--- config.mk ---
export PLATFORM = sky130hd
export DESIGN_NAME = bpfa_ctrl
export DESIGN_NICKNAME = d
export VERILOG_FILES = /design/src/rtl/core/bitmap_page_frame_allocator_assert.svh /design/src/rtl/core/bpfa_pkg.sv /design/src/rtl/core/bpfa_ctrl.sv
export SDC_FILE = /design/constraint.sdc
export NUM_CORES = 1
export LEC_CHECK = 0
export BUFFER_PORTS_ARGS = -buffer_cell sky130_fd_sc_hd__buf_2
export CORE_MARGIN = 2
export CORE_UTILIZATION = 40
export CTS_CLUSTER_DIAMETER = 200
export CTS_CLUSTER_SIZE = 30
export DETAILED_ROUTE_END_ITERATION = 10
export PLACE_DENSITY = 0.76
export SLEW_MARGIN = 10
export SYNTH_ARGS = -nofsm -noshare
export SYNTH_HDL_FRONTEND = slang
export SYNTH_SLANG_ARGS = --single-unit
--- constraint.sdc ---
create_clock -name clk_i -period 2.6 [get_ports clk_i]
set_input_delay 0.26 -clock clk_i [delete_from_list [all_inputs] [get_ports clk_i]]
set_output_delay 0.26 -clock clk_i [all_outputs]
set_load 0.01 [all_outputs]
--- src/rtl/core/bitmap_page_frame_allocator_assert.svh ---
// ----------------------------------------------------------------------------
// Assertion macros for the page frame allocator
// Concurrent checks clocked on clk_i and disabled while rst_ni is low.
// ----------------------------------------------------------------------------
`ifndef BITMAP_PAGE_FRAME_ALLOCATOR_ASSERT_SVH
`define BITMAP_PAGE_FRAME_ALLOCATOR_ASSERT_SVH

// same-cycle implication
`define BPFA_ASSERT_IMPL(lbl, ante, cons, msg) \
  lbl: assert property (@(posedge clk_i) disable iff (!rst_ni) (ante) |-> (cons)) \
    else $error(msg);

// next-cycle implication
`define BPFA_ASSERT_NEXT(lbl, ante, cons, msg) \
  lbl: assert property (@(posedge clk_i) disable iff (!rst_ni) (ante) |=> (cons)) \
    else $error(msg);

`endif

--- src/rtl/core/bpfa_pkg.sv ---
// ----------------------------------------------------------------------------
// bpfa_pkg
// Shared constants, codes and control types of the page frame allocator.
// ----------------------------------------------------------------------------
`default_nettype none

package bpfa_pkg;

  localparam int unsigned PAGE_COUNT  = 65536;
  localparam int unsigned WORD_BITS   = 64;
  localparam int unsigned MAP_WORDS   = (PAGE_COUNT + WORD_BITS - 1) / WORD_BITS;
  localparam int unsigned BIT_IDX_W   = $clog2(WORD_BITS);
  localparam int unsigned WORD_IDX_W  = $clog2(MAP_WORDS);
  localparam int unsigned MAP_DATA_W  = 2 * WORD_BITS;

  localparam int unsigned GRP_W       = 8;
  localparam int unsigned GRPS        = WORD_BITS / GRP_W;
  localparam int unsigned GRP_IDX_W   = $clog2(GRPS);
  localparam int unsigned GRP_BIT_W   = $clog2(GRP_W);

  localparam int unsigned ACT_W       = 2;
  localparam int unsigned PAGE_W      = 20;
  localparam int unsigned STAT_W      = 2;
  localparam int unsigned PAGE_CMP_W  = PAGE_W + 1;
  localparam int unsigned IN_TDATA_W  = 24;
  localparam int unsigned OUT_TDATA_W = 24;

  localparam logic [WORD_IDX_W-1:0] LAST_WORD = WORD_IDX_W'(MAP_WORDS - 1);

  typedef enum logic [ACT_W-1:0] {
    ACT_ALLOC         = 2'd0,
    ACT_FREE          = 2'd1,
    ACT_MARK_USABLE   = 2'd2,
    ACT_MARK_UNUSABLE = 2'd3
  } action_e;

  typedef enum logic [STAT_W-1:0] {
    ST_DONE         = 2'd0,
    ST_NO_FREE      = 2'd1,
    ST_OUT_OF_RANGE = 2'd2
  } status_e;

  typedef enum logic [3:0] {
    S_CLEAR,
    S_IDLE,
    S_RMW_READ,
    S_RMW_WRITE,
    S_SCAN,
    S_FIND_GRP,
    S_FIND_BIT,
    S_ALLOC_WRITE,
    S_RESPOND
  } state_e;

  typedef struct packed {
    logic    load;
    logic    addr_inc;
    logic    rd_en;
    logic    clr_wr;
    logic    rmw_wr;
    logic    alloc_wr;
    logic    find_grp;
    logic    find_bit;
    logic    res_load;
    status_e res_status;
    logic    res_found;
  } ctrl_cmd_t;

  typedef struct packed {
    logic in_is_alloc;
    logic in_page_oor;
    logic rd_vld;
    logic cand_nz;
    logic rd_last;
    logic addr_last;
    logic out_free;
  } dp_status_t;

endpackage

`default_nettype wire

--- src/rtl/core/bpfa_ctrl.sv ---
// ----------------------------------------------------------------------------
// bpfa_ctrl
// Sequencer: clearing pass, read-modify-write, first-fit scan and response.
// ----------------------------------------------------------------------------
`default_nettype none

module bpfa_ctrl (
  input  wire                   clk_i,
  input  wire                   rst_ni,
  input  wire                   in_valid_i,
  output logic                  in_ready_o,
  input  bpfa_pkg::dp_status_t  status_i,
  output bpfa_pkg::ctrl_cmd_t   cmd_o
);

  bpfa_pkg::state_e  state_q, state_d;
  bpfa_pkg::status_e pend_status_q, pend_status_d;
  logic              pend_found_q, pend_found_d;

  always_ff @(posedge clk_i or negedge rst_ni) begin
    if (!rst_ni) begin
      state_q       <= bpfa_pkg::S_CLEAR;
      pend_status_q <= bpfa_pkg::ST_DONE;
      pend_found_q  <= 1'b0;
    end else begin
      state_q       <= state_d;
      pend_status_q <= pend_status_d;
      pend_found_q  <= pend_found_d;
    end
  end

  always_comb begin
    state_d       = state_q;
    pend_status_d = pend_status_q;
    pend_found_d  = pend_found_q;
    cmd_o         = '0;
    in_ready_o    = 1'b0;
    case (state_q)
      bpfa_pkg::S_CLEAR: begin
        cmd_o.clr_wr   = 1'b1;
        cmd_o.addr_inc = 1'b1;
        if (status_i.addr_last) begin
          state_d = bpfa_pkg::S_IDLE;
        end
      end
      bpfa_pkg::S_IDLE: begin
        in_ready_o = 1'b1;
        if (in_valid_i) begin
          cmd_o.load   = 1'b1;
          pend_found_d = 1'b0;
          if (status_i.in_is_alloc) begin
            state_d = bpfa_pkg::S_SCAN;
          end else if (status_i.in_page_oor) begin
            pend_status_d = bpfa_pkg::ST_OUT_OF_RANGE;
            state_d       = bpfa_pkg::S_RESPOND;
          end else begin
            state_d = bpfa_pkg::S_RMW_READ;
          end
        end
      end
      bpfa_pkg::S_RMW_READ: begin
        cmd_o.rd_en = 1'b1;
        state_d     = bpfa_pkg::S_RMW_WRITE;
      end
      bpfa_pkg::S_RMW_WRITE: begin
        cmd_o.rmw_wr  = 1'b1;
        pend_status_d = bpfa_pkg::ST_DONE;
        state_d       = bpfa_pkg::S_RESPOND;
      end
      bpfa_pkg::S_SCAN: begin
        if (status_i.rd_vld && status_i.cand_nz) begin
          state_d = bpfa_pkg::S_FIND_GRP;
        end else if (status_i.rd_vld && status_i.rd_last) begin
          pend_status_d = bpfa_pkg::ST_NO_FREE;
          state_d       = bpfa_pkg::S_RESPOND;
        end else begin
          cmd_o.rd_en    = 1'b1;
          cmd_o.addr_inc = 1'b1;
        end
      end
      bpfa_pkg::S_FIND_GRP: begin
        cmd_o.find_grp = 1'b1;
        state_d        = bpfa_pkg::S_FIND_BIT;
      end
      bpfa_pkg::S_FIND_BIT: begin
        cmd_o.find_bit = 1'b1;
        state_d        = bpfa_pkg::S_ALLOC_WRITE;
      end
      bpfa_pkg::S_ALLOC_WRITE: begin
        cmd_o.alloc_wr = 1'b1;
        pend_status_d  = bpfa_pkg::ST_DONE;
        pend_found_d   = 1'b1;
        state_d        = bpfa_pkg::S_RESPOND;
      end
      bpfa_pkg::S_RESPOND: begin
        if (status_i.out_free) begin
          cmd_o.res_load   = 1'b1;
          cmd_o.res_status = pend_status_q;
          cmd_o.res_found  = pend_found_q;
          state_d          = bpfa_pkg::S_IDLE;
        end
      end
      default: begin
        state_d = bpfa_pkg::S_IDLE;
      end
    endcase
  end

endmodule

`default_nettype wire

# Yosys cells after proc, flatten, opt, wreduce, memory -nomap -nowiden
# Cells that the tools add are included.
dict set report op_classes {
  n_shift 0
  n_addsub 0
  n_eq_ne 16
  n_lt_le_gt_ge 0
  n_div 0
  reduce_logical 9
  n_mux 30
  multipliers 0
  bitwise_logic 0
}
# operator n
set ops {}
lappend ops {{$mux W4} 9}
lappend ops {{$pmux W4 S8} 1}
lappend ops {{$eq A4 B3 Y1 const B} 4}
lappend ops {{$mux W2} 7}
lappend ops {{$ne A2 B2 Y1 const B} 7}
lappend ops {{$mux W1} 9}
lappend ops {{$eq A4 B2 Y1 const B} 2}
lappend ops {{$pmux W1 S2} 3}
lappend ops {{$pmux W2 S3} 1}
lappend ops {{$reduce_and A6 Y1} 1}
lappend ops {{$eq A4 B1 Y1 const B} 1}
lappend ops {{$eq A4 B4 Y1 const B} 1}
lappend ops {{$logic_not A4 Y1} 1}
lappend ops {{$reduce_and A4 Y1} 1}
lappend ops {{$ne A3 B3 Y1 const B} 1}
lappend ops {{$reduce_bool A3 Y1} 1}
lappend ops {{$logic_and A1 B1 Y1} 2}
lappend ops {{$reduce_and A2 Y1} 1}
lappend ops {{$reduce_bool A2 Y1} 1}
lappend ops {{$reduce_or A2 Y1} 1}
dict set report totals {
  memories 0
  register_bits 7
  latchBits 0
  ramBits 0
  romBits 0
  input_bits 10
  elab_cells 58
  output_inout_bits 13
}

# Longest topological paths before layout
dict set report logic_depth {
  depth_word 4
  depth_mapped 5
  mapped_depth_nobuf 4
}

# Least setup slack after synthesis
# No wires, ideal clock.
dict set report synth_timing {
  path_kind {register -> register}
  start {register state_q[1]}
  end {register pend_status_q[0]}
  setup_time_ns 0.121
  period_less_slack_ns 1.646
  arrival_ns 1.525
  t_required_ns 2.479
  stages_incl_launch_ff 6
  setup_slack_ns 0.954
  n_path_buf 1
  path_cell_list {dfrtp_1 buf_6 nor4b_2 nand4b_1 and2_1 o22a_1}
}
dict set report synth_between {
  elab_chain_len 4
  elab_cells_between_ends 13
  cone_classes {eq/ne (9); mux (1); reduce/logical (3)}
}
# element line_no
set synth_lines {}
lappend synth_lines {{from (decl)} bpfa_ctrl.sv:16} ;# bpfa_pkg::state_e state_q, state_d;
lappend synth_lines {{from (signal assigned)} bpfa_ctrl.sv:22} ;# state_q <= bpfa_pkg::S_CLEAR;
lappend synth_lines {{from (signal assigned)} bpfa_ctrl.sv:26} ;# state_q <= state_d;
lappend synth_lines {{$eq A4 B3 Y1 or $eq A4 B2 Y1 (tied branches)} bpfa_ctrl.sv:38} ;# case (state_q)
lappend synth_lines {{$reduce_or A2 Y1 (no source line)} -}
lappend synth_lines {{$reduce_bool A3 Y1 (no source line)} -}
lappend synth_lines {{$reduce_and A6 Y1 (no source line)} -}
lappend synth_lines {{to (signal assigned)} bpfa_ctrl.sv:23} ;# pend_status_q <= bpfa_pkg::ST_DONE;
lappend synth_lines {{to (signal assigned)} bpfa_ctrl.sv:27} ;# pend_status_q <= pend_status_d;
lappend synth_lines {{to (decl)} bpfa_ctrl.sv:17} ;# bpfa_pkg::status_e pend_status_q, pend_status_d;
# Several ways; a longest one is shown, not always the timed one.
# A chain may end at the register's enable or synchronous reset.

==> results.json <==
{
  "first_iter_violations": 11,
  "holdWs_ns": 0.236,
  "seq_power_share_pct": 34.6,
  "syn_inst": 65,
  "placed_area_um2": 644,
  "slew_violations": 0,
  "rsz0062_at_grt": "false",
  "status": "completed",
  "die_area_mm2": 0.00168,
  "ioPinCount": 23,
  "period_needed_ns": 2.02,
  "comb_power_share_pct": 50.2,
  "switching_power_mw": 0.315,
  "finalSetupViolCount": 0,
  "hold_path.class": "in2reg",
  "cp-start-kind": "flip-flop",
  "grt_max_degree": 14,
  "globalplace.congestion": 0.733,
  "cts_setup_buffers": 0,
  "power_mw": 0.703,
  "internal_power_mw": 0.388,
  "finalNetCount": 98,
  "timing.final.ws_setup_ns": 0.578,
  "grt-ovfl-total": 0,
  "ys_seq_area_share_pct": 32.0,
  "grt_usage_pct": 18.7,
  "yosys_warnings": 0,
  "cts_tree": "built",
  "finalHoldViolations": 0,
  "finClkSkew_ns": 0.00178,
  "pre_cts_ws_ns": 0.879,
  "fin_area_um2": 681,
  "tns_ns": 0,
  "p_per_area_mw_per_mm2": 1030,
  "clock_latency_ns": 0.26,
  "wl_per_cell_um": 13.1,
  "cp_data_arrival_time_ns": 1.76,
  "cts_htree_levels": 1,
  "syn_to_final_growth_pct": 24.5,
  "drt_first_pass_iters": 4,
  "syn_avg_cell_area_um2": 8.41,
  "drive_gt1_share_pct": 34.5,
  "peakVddDrop_mv": 0.437,
  "yosysUniqueCellTypes": 33,
  "drc": 0,
  "worst_pin_slew_ns": 0.549,
  "syn_nets": 75,
  "cts.reportedPaths.clkPinSlew_ns": 0.06,
  "worst-path-max-fanout": 13,
  "slew_headroom_pct": 62.9,
  "clock_tree.root_cell": "clkbuf_4",
  "place_inst": 97,
  "clockBufferDepth": 2,
  "async_flop_share_pct": 100,
  "ys_seq_elements": 7,
  "fmax_mhz": 495,
  "hpwl_um": 1010,
  "routed_wl_um": 1340,
  "synth_common_cells": "dfrtp_1, nor2_1, and2_1, inv_1, nand2_1",
  "syn-cell-area_um2": 547,
  "synth_flop_cell": "dfrtp_1",
  "initial_utilization_pct": 42.6,
  "num_rows": 13,
  "grt_pass1_wl_um": 1960,
  "stdcell_count": 102,
  "n_antenna_cell": 0,
  "synth.top_cells.by_area": "dfrtp_1, nor2_1, and2_1",
  "maxCapViolCount": 0,
  "vias": 580,
  "die_h_um": 41.0,
  "die_w_um": 41.0,
  "power_frac_clock_pct": 15.1,
  "antenna_found_initial": 0,
  "required_ns": 2.34,
  "endpoint_kind": "primary output",
  "min_period_over_period_pct": 77.8,
  "fin_util_pct": 53.0,
  "io_buffers": 22,
  "synth_largest_area_cell": "dfrtp_1",
  "synth-edff-count": 0,
  "crit_type": "reg2out",
  "yosys.area.top_type_share_pct": 32.0,
  "cts_made_buffers": 3,
  "coreArea_mm2": 0.00128,
  "numClockSinks": 7,
  "switching_share_pct": 44.8,
  "grt_pass1_vias": 427,
  "p_leak_nw": 0.343,
  "vias_per_cell": 5.69,
  "ant_nets": 0
}
==> critical path: stages (launching register included) <==
cell and delay, ns:
dfrtp_1 0.57, inv_1 0.14, or3_1 0.35, o21ai_0 0.07, nor3b_1 0.20, buf_2 0.16
==> power groups by stage <==
stage / Combinational (mW) / Sequential (mW) / Clock (mW)
after global routing: 0.393 / 0.253 / 0.113
final: 0.353 / 0.243 / 0.106
after detailed placement: 0.349 / 0.241 / 0
after global placement: 0.343 / 0.240 / 0
after CTS: 0.352 / 0.240 / 0.106
after floorplan: 0.322 / 0.179 / 0
==> state kept, by name (all words and copies together) (netlist names) <==
| register | flops |
|---|---|
| pend_status_q | 2 |
| state_q | 4 |
| pend_found_q | 1 |
==> cells by family after synthesis <==
kind of cell | count (synthesis) | synth area share, %
multiplexers | 1 | 1.83
flip-flops | 7 | 32.0
AND/OR/NAND/NOR | 32 | 35.0
buffers and inverters | 9 | 8.47
AO/OA/AOI/OAI | 16 | 22.7
==> path summary, 6_finish.rpt <==
check / end / from / slack (ns) / cells past startpoint
min reg2reg: pend_status_q[0] / pend_status_q[0] / 0.49 / 1
min in group asynchronous: state_q[2] / rst_ni / 0.39 / 2
max reg2reg: pend_status_q[0] / state_q[2] / 0.88 / 4
min: state_q[0] / in_valid_i / 0.24 / 2
max in group asynchronous: pend_status_q[1] / rst_ni / 2.05 / 2
max: cmd_o[9] / state_q[2] / 0.58 / 5
==> cells in the final DEF, fill, tap and decap left out, types with 2 or more instances in the layout <==
master,Yosys,final
dfrtp_1,7,7
o21ai_0,3,3
o22ai_1,3,3
nand2b_1,3,3
and3_1,3,3
a31oi_1,2,2
clkbuf_4,0,3
and2_1,4,4
buf_2,1,22
nor3_1,2,2
nor2_1,7,7
inv_1,4,4
nand2_1,4,4
==> area by class of cell <==
class                      count  area [um^2]
sequential                     7          175
tap                           15         18.8
multi-input combinational     49          325
inverter                       4         15.0
fill                         126          604
timing repair buffer          23          120
clock buffer                   4         26.3
==> routing by layer <==
metal	wire (um)	share of wire (%)	up-vias	GRT usage, %
met1	583	44	272	25.0
met2	647	48	23	27.0
met3	69	5.2	5	3.26
met4	35	2.6	0	12.5
met5	0	0	-	0
li1	-	-	280	-
==> timing repair <==
item | CTS | global route
hold buffers | 1 | 0
resized for setup | 0 | 0
endpoints found under the hold margin | 7 | 0
Power figures use the tool's default switching activity.
